===== src/rtl/core/wav_header_validator_top_macros.svh =====
// Assertion macros for the WAV header validator.
`ifndef WAV_HEADER_VALIDATOR_TOP_MACROS_SVH
`define WAV_HEADER_VALIDATOR_TOP_MACROS_SVH

// Checked at every edge outside reset.
`define WAVHV_ASSERT(lbl, prop, msg) \
  lbl: assert property (@(posedge clk_i) disable iff (!rst_ni) prop) else $error(msg);

// Checked at every edge, reset included.
`define WAVHV_ASSERT_ALWAYS(lbl, prop, msg) \
  lbl: assert property (@(posedge clk_i) prop) else $error(msg);

`endif


===== src/rtl/core/wavhv_pkg.sv =====
package wavhv_pkg;

  localparam int unsigned HdrLen = 44;
  localparam logic [5:0] LastPos = 6'(HdrLen - 1);

  // Field offsets in the canonical header.
  localparam logic [5:0] FmtSizeBase = 6'd16;
  localparam logic [5:0] FmtCodeBase = 6'd20;
  localparam logic [5:0] ChanBase    = 6'd22;
  localparam logic [5:0] RateBase    = 6'd24;
  localparam logic [5:0] ByteRtBase  = 6'd28;
  localparam logic [5:0] AlignBase   = 6'd32;
  localparam logic [5:0] BitsBase    = 6'd34;
  localparam logic [5:0] DataSzBase  = 6'd40;

  localparam logic [31:0] FmtChunkPcm = 32'd16;
  localparam logic [15:0] FmtCodePcm  = 16'd1;
  localparam logic [31:0] MaxRate     = 32'd192000;
  localparam logic [15:0] Bits8       = 16'd8;
  localparam logic [15:0] Bits16      = 16'd16;

  // Assembled header fields handed to the checker.
  typedef struct packed {
    logic        tags_ok;
    logic [31:0] fmt_chunk_len;
    logic [15:0] fmt_code;
    logic [15:0] channels;
    logic [31:0] rate;
    logic [31:0] byte_rate;
    logic [15:0] block_align;
    logic [15:0] bits;
    logic [31:0] payload_len;
  } hdr_fields_t;

  // Idle state of the field registers: all fields zero, tags still matching.
  localparam hdr_fields_t FieldsClear = '{
    tags_ok:       1'b1,
    fmt_chunk_len: 32'd0,
    fmt_code:      16'd0,
    channels:      16'd0,
    rate:          32'd0,
    byte_rate:     32'd0,
    block_align:   16'd0,
    bits:          16'd0,
    payload_len:   32'd0
  };

  typedef struct packed {
    logic        valid;
    logic [31:0] frames;
  } hdr_verdict_t;

  // Replace one byte lane of a little-endian word.
  function automatic logic [31:0] put_lane(logic [31:0] f, logic [1:0] lane, logic [7:0] b);
    logic [31:0] r;
    r = f;
    case (lane)
      2'd0:    r[7:0]   = b;
      2'd1:    r[15:8]  = b;
      2'd2:    r[23:16] = b;
      default: r[31:24] = b;
    endcase
    return r;
  endfunction

  // Expected tag character at a tag offset; is_tag low elsewhere.
  function automatic logic [8:0] tag_char(logic [5:0] pos);
    logic [8:0] r;
    unique case (pos)
      6'd0:    r = {1'b1, 8'h52}; // R
      6'd1:    r = {1'b1, 8'h49}; // I
      6'd2:    r = {1'b1, 8'h46}; // F
      6'd3:    r = {1'b1, 8'h46}; // F
      6'd8:    r = {1'b1, 8'h57}; // W
      6'd9:    r = {1'b1, 8'h41}; // A
      6'd10:   r = {1'b1, 8'h56}; // V
      6'd11:   r = {1'b1, 8'h45}; // E
      6'd12:   r = {1'b1, 8'h66}; // f
      6'd13:   r = {1'b1, 8'h6d}; // m
      6'd14:   r = {1'b1, 8'h74}; // t
      6'd15:   r = {1'b1, 8'h20}; // space
      6'd36:   r = {1'b1, 8'h64}; // d
      6'd37:   r = {1'b1, 8'h61}; // a
      6'd38:   r = {1'b1, 8'h74}; // t
      6'd39:   r = {1'b1, 8'h61}; // a
      default: r = 9'd0;
    endcase
    return r;
  endfunction

endpackage


===== src/rtl/core/wavhv_check.sv =====
module wavhv_check import wavhv_pkg::*; (
  input  hdr_fields_t  fields_i,
  output hdr_verdict_t verdict_o
);

  logic        fmt_ok;
  logic        chan_ok;
  logic        bits_ok;
  logic        rate_ok;
  logic [1:0]  shift;
  logic [33:0] exp_byte_rate;
  logic [15:0] exp_align;
  logic        all_ok;

  always_comb begin
    fmt_ok  = (fields_i.fmt_chunk_len == FmtChunkPcm) && (fields_i.fmt_code == FmtCodePcm);
    chan_ok = (fields_i.channels == 16'd1) || (fields_i.channels == 16'd2);
    bits_ok = (fields_i.bits == Bits8) || (fields_i.bits == Bits16);
    rate_ok = (fields_i.rate != 32'd0) && (fields_i.rate <= MaxRate);
    // bytes per sample times channels is 1, 2 or 4 once the fields pass
    shift = {1'b0, fields_i.bits == Bits16} + {1'b0, fields_i.channels == 16'd2};
    exp_byte_rate = {2'b00, fields_i.rate} << shift;
    exp_align     = 16'd1 << shift;
    all_ok = fields_i.tags_ok && fmt_ok && chan_ok && bits_ok && rate_ok &&
             (exp_byte_rate == {2'b00, fields_i.byte_rate}) &&
             (fields_i.block_align == exp_align);
    verdict_o.valid  = all_ok;
    verdict_o.frames = all_ok ? (fields_i.payload_len >> shift) : 32'd0;
  end

endmodule


===== src/rtl/core/wav_header_validator_top.sv =====
// WAV header validator. Feed the 44-byte canonical RIFF/WAVE header one byte
// per transfer, flagging offset zero with first_byte_i; a flagged byte restarts
// parsing at any time, and unflagged bytes outside a header are taken and
// dropped. The byte at offset 43 produces one result: header_valid_o, the
// channel, bit-depth and rate fields as read, and frame_count_o (data size
// over block alignment, zero when invalid). The field registers, tag compare
// and checker sit in one stage in front of the result register, so a byte is
// taken every cycle while the result register is empty or being drained. A
// pending result stalls input only if it is not taken.
`include "wav_header_validator_top_macros.svh"

module wav_header_validator_top import wavhv_pkg::*; (
  input  logic        clk_i,
  input  logic        rst_ni,
  input  logic        in_valid_i,
  output logic        in_ready_o,
  input  logic [7:0]  header_byte_i,
  input  logic        first_byte_i,
  output logic        out_valid_o,
  input  logic        out_ready_i,
  output logic        header_valid_o,
  output logic [15:0] channel_count_o,
  output logic [15:0] sample_bits_o,
  output logic [31:0] sample_rate_o,
  output logic [31:0] frame_count_o
);

  logic        in_fire;
  logic        active;
  logic [5:0]  pos;
  logic [8:0]  tag;
  logic        last;

  logic [5:0]  byte_pos_q, byte_pos_d;
  hdr_fields_t fld_q, fld_d;
  hdr_fields_t base;
  hdr_verdict_t verdict;

  logic        out_valid_q, out_valid_d;
  logic        hv_q;
  logic [15:0] chan_q;
  logic [15:0] bits_q;
  logic [31:0] rate_q;
  logic [31:0] frames_q;

  assign in_ready_o = !out_valid_q || out_ready_i;
  assign in_fire    = in_valid_i && in_ready_o;
  // Idle bytes are taken but do nothing.
  assign active     = first_byte_i || (byte_pos_q != 6'd0);
  assign pos        = first_byte_i ? 6'd0 : byte_pos_q;
  assign tag        = tag_char(pos);
  assign last       = (pos == LastPos);

  // Field assembly; a first byte starts from cleared fields.
  always_comb begin
    base = fld_q;
    if (first_byte_i) begin
      base = '0;
      base.tags_ok = 1'b1;
    end
    fld_d = base;
    if (tag[8] && (tag[7:0] != header_byte_i)) begin
      fld_d.tags_ok = 1'b0;
    end
    case (pos) inside
      [6'd16:6'd19]: fld_d.fmt_chunk_len = put_lane(base.fmt_chunk_len,
                                                    2'(pos - FmtSizeBase), header_byte_i);
      [6'd20:6'd21]: fld_d.fmt_code = 16'(put_lane({16'd0, base.fmt_code},
                                                   2'(pos - FmtCodeBase), header_byte_i));
      [6'd22:6'd23]: fld_d.channels = 16'(put_lane({16'd0, base.channels},
                                                   2'(pos - ChanBase), header_byte_i));
      [6'd24:6'd27]: fld_d.rate = put_lane(base.rate, 2'(pos - RateBase), header_byte_i);
      [6'd28:6'd31]: fld_d.byte_rate = put_lane(base.byte_rate, 2'(pos - ByteRtBase),
                                                header_byte_i);
      [6'd32:6'd33]: fld_d.block_align = 16'(put_lane({16'd0, base.block_align},
                                                      2'(pos - AlignBase), header_byte_i));
      [6'd34:6'd35]: fld_d.bits = 16'(put_lane({16'd0, base.bits},
                                               2'(pos - BitsBase), header_byte_i));
      [6'd40:6'd43]: fld_d.payload_len = put_lane(base.payload_len, 2'(pos - DataSzBase),
                                                  header_byte_i);
      default: ;
    endcase
  end

  // The checker sees the fields including this cycle's byte.
  wavhv_check u_check (
    .fields_i  (fld_d),
    .verdict_o (verdict)
  );

  always_comb begin
    byte_pos_d = byte_pos_q;
    if (in_fire && active) begin
      byte_pos_d = last ? 6'd0 : pos + 6'd1;
    end
  end

  always_comb begin
    out_valid_d = out_valid_q;
    if (out_valid_q && out_ready_i) begin
      out_valid_d = 1'b0;
    end
    if (in_fire && active && last) begin
      out_valid_d = 1'b1;
    end
  end

  always_ff @(posedge clk_i or negedge rst_ni) begin
    if (!rst_ni) begin
      byte_pos_q  <= 6'd0;
      out_valid_q <= 1'b0;
    end else begin
      byte_pos_q  <= byte_pos_d;
      out_valid_q <= out_valid_d;
    end
  end

  // Field registers; cleared at reset to match the idle state.
  always_ff @(posedge clk_i or negedge rst_ni) begin
    if (!rst_ni) begin
      fld_q <= FieldsClear;
    end else if (in_fire && active) begin
      fld_q <= fld_d;
    end
  end

  // Result register, loaded on the last header byte.
  always_ff @(posedge clk_i) begin
    if (in_fire && active && last) begin
      hv_q     <= verdict.valid;
      chan_q   <= fld_d.channels;
      bits_q   <= fld_d.bits;
      rate_q   <= fld_d.rate;
      frames_q <= verdict.frames;
    end
  end

  assign out_valid_o     = out_valid_q;
  assign header_valid_o  = hv_q;
  assign channel_count_o = chan_q;
  assign sample_bits_o   = bits_q;
  assign sample_rate_o   = rate_q;
  assign frame_count_o   = frames_q;

  `WAVHV_ASSERT(a_last_byte_gives_result, (in_fire && active && last) |=> out_valid_q, "last header byte gave no result")
  `WAVHV_ASSERT(a_invalid_zero_frames, (out_valid_o && !header_valid_o) |-> (frame_count_o == 32'd0), "frame count nonzero on invalid header")
  `WAVHV_ASSERT(a_valid_channels, (out_valid_o && header_valid_o) |-> ((channel_count_o == 16'd1) || (channel_count_o == 16'd2)), "valid header with bad channel count")
  `WAVHV_ASSERT_ALWAYS(a_pos_range, !rst_ni || (byte_pos_q <= LastPos), "byte position past header end")

endmodule

===== config.mk =====
export PLATFORM = sky130hd
export DESIGN_NAME = wav_header_validator_top
export DESIGN_NICKNAME = d
export VERILOG_FILES = /design/src/rtl/core/wavhv_pkg.sv /design/src/rtl/core/wavhv_check.sv /design/src/rtl/core/wav_header_validator_top.sv
export VERILOG_INCLUDE_DIRS = /design/src /design/src/rtl/core
export SDC_FILE = /design/constraint.sdc
export NUM_CORES = 1
export LEC_CHECK = 0
export ABC_AREA = 1
export BUFFER_PORTS_ARGS = -buffer_cell sky130_fd_sc_hd__buf_2
export CORE_ASPECT_RATIO = 0.7
export CORE_MARGIN = 3
export CORE_UTILIZATION = 25
export DETAILED_ROUTE_END_ITERATION = 7
export GPL_TIMING_DRIVEN = 0
export PLACE_DENSITY = 0.44
export SLEW_MARGIN = 20
export SYNTH_ARGS = -nofsm -noshare
export SYNTH_HDL_FRONTEND = slang
export SYNTH_SLANG_ARGS = --single-unit

===== constraint.sdc =====
create_clock -name clk_i -period 8.6 [get_ports clk_i]
set_clock_uncertainty 0.15 [all_clocks]
set_input_delay 1.72 -clock clk_i [delete_from_list [all_inputs] [get_ports clk_i]]
set_output_delay 1.72 -clock clk_i [all_outputs]
set_load 0.02 [all_outputs]

==> flow_summary.json, run 1 <==
{
  "maxCapViolations": 0,
  "rsz0062_at_grt": "no",
  "synthDistinctLibCells": 49,
  "worstSetupEndpointType": "flip-flop",
  "synth_async_sr_flop_share_pct": 67.34,
  "slowest_stage": "or3_1",
  "cp.required_ns": 8.89,
  "r2r-start": "byte_pos_q[1]",
  "yosysWarningCount": 0,
  "crit_family": "simple AND/OR/NAND/NOR gates",
  "pin_count": 112,
  "power_density_nw_per_um2": 196.4,
  "synthesis.area_um2": 18280,
  "core_um2": 72020,
  "hold_path.class": "reg2reg",
  "ys_ff_latch": 297,
  "ant_nets": 0,
  "leakage_nw": 10.54,
  "status": "completed",
  "switchingPower_mw": 1.532,
  "fin_util_pct": 29.87,
  "clkPwrFrac_pct": 38.8,
  "worstPathBufferInverterCount": 14,
  "drc_errors": 0,
  "whs_path_depth": 2,
  "die_area_um2": 76470,
  "synth.avg_cell_area_um2": 7.005,
  "nNetsFinal": 2788,
  "crit_top_cell": "nand2_1",
  "cts_tree": "done",
  "hold_viol": 0,
  "grtUsageTotal_pct": 21.41,
  "syn_to_final_growth_pct": 17.65,
  "start_util_pct": 25.39,
  "combPwrFrac_pct": 23.7,
  "slew_viol_final": 0,
  "num_vias": 19000,
  "pwr-share-seq_pct": 37.5,
  "clock-root-buffer": "clkbuf_16",
  "min_from": "fld_q[192]",
  "path_clk_slew_ns": 0.06,
  "grt_pass1_vias": 17610,
  "netlist_instances": 2610,
  "htree_num_levels": 2,
  "die_h_um": 232.3,
  "min_period_over_period_pct": 96.11,
  "crit_path_max_incr_delay_ns": 0.40,
  "fmax_mhz": 121.0,
  "slew_headroom_pct": 28.65,
  "postPlaceCellArea_um2": 20220,
  "hold_end": "fld_q[192]",
  "dieWidth_um": 329.2,
  "cp.arrival_ns": 8.55,
  "drt-initial-drc-count": 1978,
  "grt_pass1_wl_um": 120500,
  "fin_crit_ns": 8.265,
  "drt-total-wl_um": 82930,
  "viasPerCell": 5.048,
  "cts.sinks": 297,
  "final_area_um2": 21510,
  "synth-main-ff-cell": "dfrtp_1",
  "grt_max_degree": 88,
  "setup_viol": 0,
  "antenna_found_initial": 8,
  "drive_gt1_share_pct": 10.87,
  "gp_congestion": 0.9378,
  "grt_overflow": 0,
  "timing.hold.ws_ns": 0.3275,
  "r2r_end": "frame_count_o[15]",
  "synth.net_count": 2631,
  "clk_path_buf_depth": 3,
  "worstSkewPairLatency_ns": 0.57,
  "drt_first_pass_iters": 6,
  "worst-setup-path-type": "in2reg",
  "rr_worst_depth": 30,
  "wl_per_cell_um": 22.03,
  "startpoint_type": "input pin",
  "worst-path-max-fanout": 10,
  "ys_seq_area_share_pct": 43.31,
  "cts_buffers": 38,
  "dp.cells": 3693,
  "ff2ff_setup_slack_ns": 1.65,
  "holdBufCountCts": 0,
  "synth_edf_count": 97,
  "stdcell_count": 3764,
  "intPower_mw": 2.692,
  "rows": 82,
  "ir_drop_v": 0.0001002,
  "hpwlAfterDp_um": 61670,
  "port_buffers": 111,
  "worstMarginPinSlew_ns": 1.070,
  "switching_share_pct": 36.27
}
worst register-to-register path, delay by kind of cell (launching register included):
family / cells / cell delay, ns
simple gates: 18 / 3.42
buf+inv: 8 / 2.13
fa+ha+maj: 2 / 0.45
flops: 1 / 0.36
compound gates: 2 / 0.27
synthesized netlist by cell type, types with 16 or more instances:
master / n / area share, %
and3_1: 30 / 1.0
o21ai_1: 49 / 1.3
edfxtp_1: 97 / 16
buf_1: 19 / 0.39
inv_2: 29 / 0.60
inv_1: 185 / 3.8
nor2_1: 180 / 3.7
dfrtp_1: 199 / 27
nand2_1: 936 / 19
clkbuf_1: 94 / 1.9
nand3_1: 201 / 5.5
nand4_1: 16 / 0.55
mux2i_1: 27 / 1.5
a31oi_1: 38 / 1.3
o21ai_0: 325 / 8.9
a21oi_1: 32 / 0.88
buf_2: 34 / 0.93
power groups by stage:
stage	registers [mW]	clock network, mW	logic, mW
CTS	1.58	1.68	0.973
global placement	1.61	0	0.959
finish	1.59	1.64	1.00
global route	1.59	1.74	1.09
detailed placement	1.61	0	0.969
floorplan	1.60	0	0.564
state kept, by name, summed over array words and instances, names as in the netlist:
name             count
channel_count_o     16
fld_q              193
out_valid_o          1
frame_count_o       32
sample_bits_o       16
header_valid_o       1
byte_pos_q           6
sample_rate_o       32
logic make-up (layout without fill, tap and decap cells):
logic type | Yosys count | in the layout | share of synthesized area [%]
flops | 297 | 297 | 43.31
xor+xnor | 9 | 9 | 0.4311
buf+inv | 383 | 570 | 8.472
fa+ha+maj | 8 | 8 | 0.5475
mux | 27 | 27 | 1.478
other cells | 0 | 1 | 0
simple gates | 1416 | 1416 | 32.27
compound gates | 470 | 470 | 13.49
layer usage:
layer / part of all wire [%] / track usage [%] / routed length [um] / vias up
li1: - / - / - / 8845
met1: 48 / 32.11 / 39460 / 9142
met2: 40 / 29.49 / 32860 / 868
met3: 9.9 / 5.829 / 8250 / 134
met4: 2.6 / 6.026 / 2184 / 10
met5: 0.21 / 1.151 / 172 / -
area by class of cell:
cell class / count / area [um2]
Multi-Input combinational cell: 1930 / 8856
Antenna cell: 1 / 2.502
Buffer: 159 / 729.5
Timing Repair Buffer: 117 / 715.7
Clock buffer: 43 / 991.0
Fill cell: 7906 / 50510
Sequential cell: 297 / 7919
Inverter: 224 / 847.1
Tap cell: 966 / 1209
Clock inverter: 27 / 241.5
through the flow:
step / setup TNS, ns / setup slack, ns / power, mW
2_1_floorplan: 0 / 0.8969 / 2.161
3_3_place_gp: -285.06 / -2.598 / 2.566
3_5_place_dp: -33.77 / -1.087 / 2.579
4_1_cts: 0 / 0.02370 / 4.235
5_1_grt: 0 / 0.07504 / 4.422
6_report: 0 / 0.3348 / 4.224
what timing repair did:
action | CTS | global route
setup buffers | 0 | 0
gates resized for setup | 7 | 19
setup endpoints to repair | 33 | 33
gates cloned | 0 | 0
placed cells by master (no fill, tap or decap), types with 8 or more instances in the layout:
master / netlist / final
nand2_1: 936 / 936
o21ai_0: 325 / 325
nand3_1: 201 / 200
dfrtp_1: 199 / 199
inv_1: 185 / 185
nor2_1: 180 / 178
buf_2: 34 / 146
edfxtp_1: 97 / 97
clkbuf_1: 94 / 88
o21ai_1: 49 / 49
clkbuf_16: 0 / 39
a31oi_1: 38 / 38
a21oi_1: 32 / 31
inv_2: 29 / 30
and3_1: 30 / 30
mux2i_1: 27 / 27
nand4_1: 16 / 16
clkinv_1: 8 / 15
buf_1: 19 / 15
nand3b_1: 11 / 11
clkbuf_2: 0 / 10
o21a_1: 9 / 9
nor2_2: 9 / 8
ha_1: 8 / 8
how the worst max path moves through the flow:
stage | startpoint | end | depth (start not counted)
final | first_byte_i | frame_count_o[15] | 35
after global routing | first_byte_i | frame_count_o[15] | 35
after CTS | first_byte_i | frame_count_o[15] | 36
after detailed placement | first_byte_i | frame_count_o[15] | 31
after global placement | first_byte_i | sample_rate_o[15] | 10
after floorplan | first_byte_i | channel_count_o[0] | 9
No activity file was read; power rests on OpenSTA's default activity.
==> run 2: changes to the inputs <==
==> constraint.sdc (replaced) <==
create_clock -name clk_i -period 8.6 [get_ports clk_i]
set_clock_uncertainty 0.15 [all_clocks]
set_input_delay 0 -clock clk_i [delete_from_list [all_inputs] [get_ports clk_i]]
set_output_delay 0 -clock clk_i [all_outputs]
set_load 0.02 [all_outputs]
==> run 2 against run 1 <==
  * Die area is the same
  * Combinational power is essentially flat
  * Sequential share of layout area shrank 0.17 points
  * Critical path depth shrank 3
  * Final cell count grew 0.35%
  * Final area grew 0.48%
  * Sequential cell count is the same
  * Global-route usage is essentially flat
  * First-iteration DRC count grew 1.7%
  * Via count grew 0.26%
  * Worst hold slack is essentially flat
  * Non-clock buffer count grew 14
  * Critical path type unchanged
  * Largest cell class unchanged
==> flow_summary.json, run 2 (same netlist as run 1, synthesis figures left out) <==
{
  "regMostFlops": "fld_q",
  "gp_congestion": 0.9378,
  "nNetsFinal": 2802,
  "hpwlAfterDp_um": 61670,
  "postCtsSetupBuffers": 0,
  "die_h_um": 232.3,
  "worstSkewPairLatency_ns": 0.57,
  "syn_to_final_growth_pct": 18.21,
  "hold_path.class": "reg2reg",
  "fmax_mhz": 121.7,
  "dieWidth_um": 329.2,
  "intPower_mw": 2.695,
  "die_area_um2": 76470,
  "worstSetupEndpointType": "flip-flop",
  "cts_buffers": 38,
  "nFillCells": 7899,
  "switchingPower_mw": 1.532,
  "hold_viol": 0,
  "timing.hold.ws_ns": 0.3274,
  "pwr-share-seq_pct": 37.5,
  "drt-initial-drc-count": 2012,
  "cp.required_ns": 8.89,
  "drt_first_pass_iters": 8,
  "layout_common_cells": "nand2_1, o21ai_0, nand3_1, dfrtp_1, inv_1",
  "layout_commonest_cell": "nand2_1",
  "status": "completed",
  "path_clk_slew_ns": 0.06,
  "combPwrFrac_pct": 23.6,
  "grt_pass1_wl_um": 120600,
  "core_um2": 72020,
  "grt_max_degree": 88,
  "slew_headroom_pct": 28.25,
  "leakage_nw": 10.58,
  "stdcell_count": 3777,
  "ir_drop_v": 0.00009969,
  "cts_tree": "done",
  "slew_viol_final": 0,
  "num_vias": 19050,
  "num_antenna_cells": 0,
  "drc_errors": 0,
  "fin_ws_ns": 0.3822,
  "power_density_nw_per_um2": 195.6,
  "multi_input_area_um2": 8823,
  "ant_nets": 0,
  "crit_path_max_incr_delay_ns": 0.64,
  "antenna_found_initial": 7,
  "dp_slack_ns": 0.6334,
  "startpoint_type": "input pin",
  "worst-setup-path-type": "in2reg",
  "cp.arrival_ns": 8.50,
  "maxCapViolations": 0,
  "slowest_stage": "clkbuf_1",
  "crit_top_cell": "nand2_1",
  "largest_reg_flops": 193,
  "setup_viol": 0,
  "grt_pass1_vias": 17640,
  "rsz0062_at_grt": "no",
  "grt_overflow": 0,
  "drt-total-wl_um": 82950,
  "rows": 82,
  "cts.sinks": 297,
  "worst-path-max-fanout": 10,
  "viasPerCell": 5.043,
  "dp.cells": 3693,
  "drive_gt1_share_pct": 10.35,
  "port_buffers": 111,
  "clk_path_buf_depth": 3,
  "clock-root-buffer": "clkbuf_16",
  "start_util_pct": 25.39,
  "regArea_um2": 7919,
  "switching_share_pct": 36.25,
  "clkPwrFrac_pct": 38.9,
  "pin_count": 112,
  "min_period_over_period_pct": 95.56,
  "wl_per_cell_um": 21.96,
  "grtUsageTotal_pct": 21.45,
  "worstMarginPinSlew_ns": 1.076,
  "fin_crit_ns": 8.218,
  "htree_num_levels": 2
}
[run 2: changes by cell type in the layout (fill, tap and decap cells not counted), moves of 2 or more]
| cell | change |
|---|---|
| clkbuf_2 | -4 |
| nor2_4 | -2 |
| buf_1 | +4 |
| buf_2 | -2 |
| clkbuf_1 | +4 |
| clkinv_1 | +2 |
| dlygate4sd3_1 | +13 |
[run 2: path summary, 6_finish.rpt]
path                            cells past startpoint                end     startpoint  slack (ns)
worst max-delay path                               32  frame_count_o[15]   first_byte_i        0.38
worst min-delay path                                2         fld_q[192]     fld_q[192]        0.33
worst max register to register                     28  frame_count_o[15]  byte_pos_q[1]        0.97
worst min register to register                      2         fld_q[192]     fld_q[192]        0.33
max in group asynchronous                           4         fld_q[123]         rst_ni        7.38
min in group asynchronous                           4          fld_q[51]         rst_ni        0.42
[run 2: metrics by stage]
step / utilization (%) / cell area [um2] / power [mW] / TNS [ns]
floorplan: - / 18280 / 2.161 / 0
global placement: 27.84 / 20050 / 2.566 / -82.51
detailed placement: 28.08 / 20220 / 2.579 / 0
CTS: 30.01 / 21610 / 4.241 / 0
global route: 30.01 / 21610 / 4.423 / 0
finish: 30.01 / 21610 / 4.227 / 0
[run 2: cell type report]
type	instances	area share, %
multi-input cells	1930	40.82
clock buffers	43	4.585
well taps	966	5.592
plain buffers	159	3.288
inverters	224	3.913
repair buffers	131	4.041
flip-flops and latches	297	36.64
clock inverters	27	1.117
[run 2: layer usage]
| metal | up-vias | global-route usage (%) | wire length [um] |
|---|---|---|---|
| met5 | - | 1.151 | 174 |
| met3 | 143 | 5.897 | 8798 |
| met2 | 916 | 29.53 | 32740 |
| met1 | 9122 | 32.08 | 38970 |
| li1 | 8858 | - | - |
| met4 | 10 | 6.193 | 2273 |
[run 2: power by group through the flow]
stage                     sequential [mW]  combinational (mW)  clock [mW]
after floorplan                      1.60               0.564           0
after global routing                 1.59                1.09        1.74
final                                1.59               0.998        1.64
after global placement               1.61               0.959           0
after CTS                            1.58               0.978        1.68
after detailed placement             1.61               0.969           0
[run 2: worst max-delay path, delay by kind of cell]
kind / cells / cell delay (ns)
compound gates: 2 / 0.68
fa+ha+maj: 2 / 0.55
buf+inv: 13 / 4.14
simple gates: 15 / 3.06
[run 2: timing repair]
item / 4_1_cts / 5_1_grt
hold buffers: 14 / 0
endpoints found under the hold margin: 221 / 0
resized for setup: 0 / 0
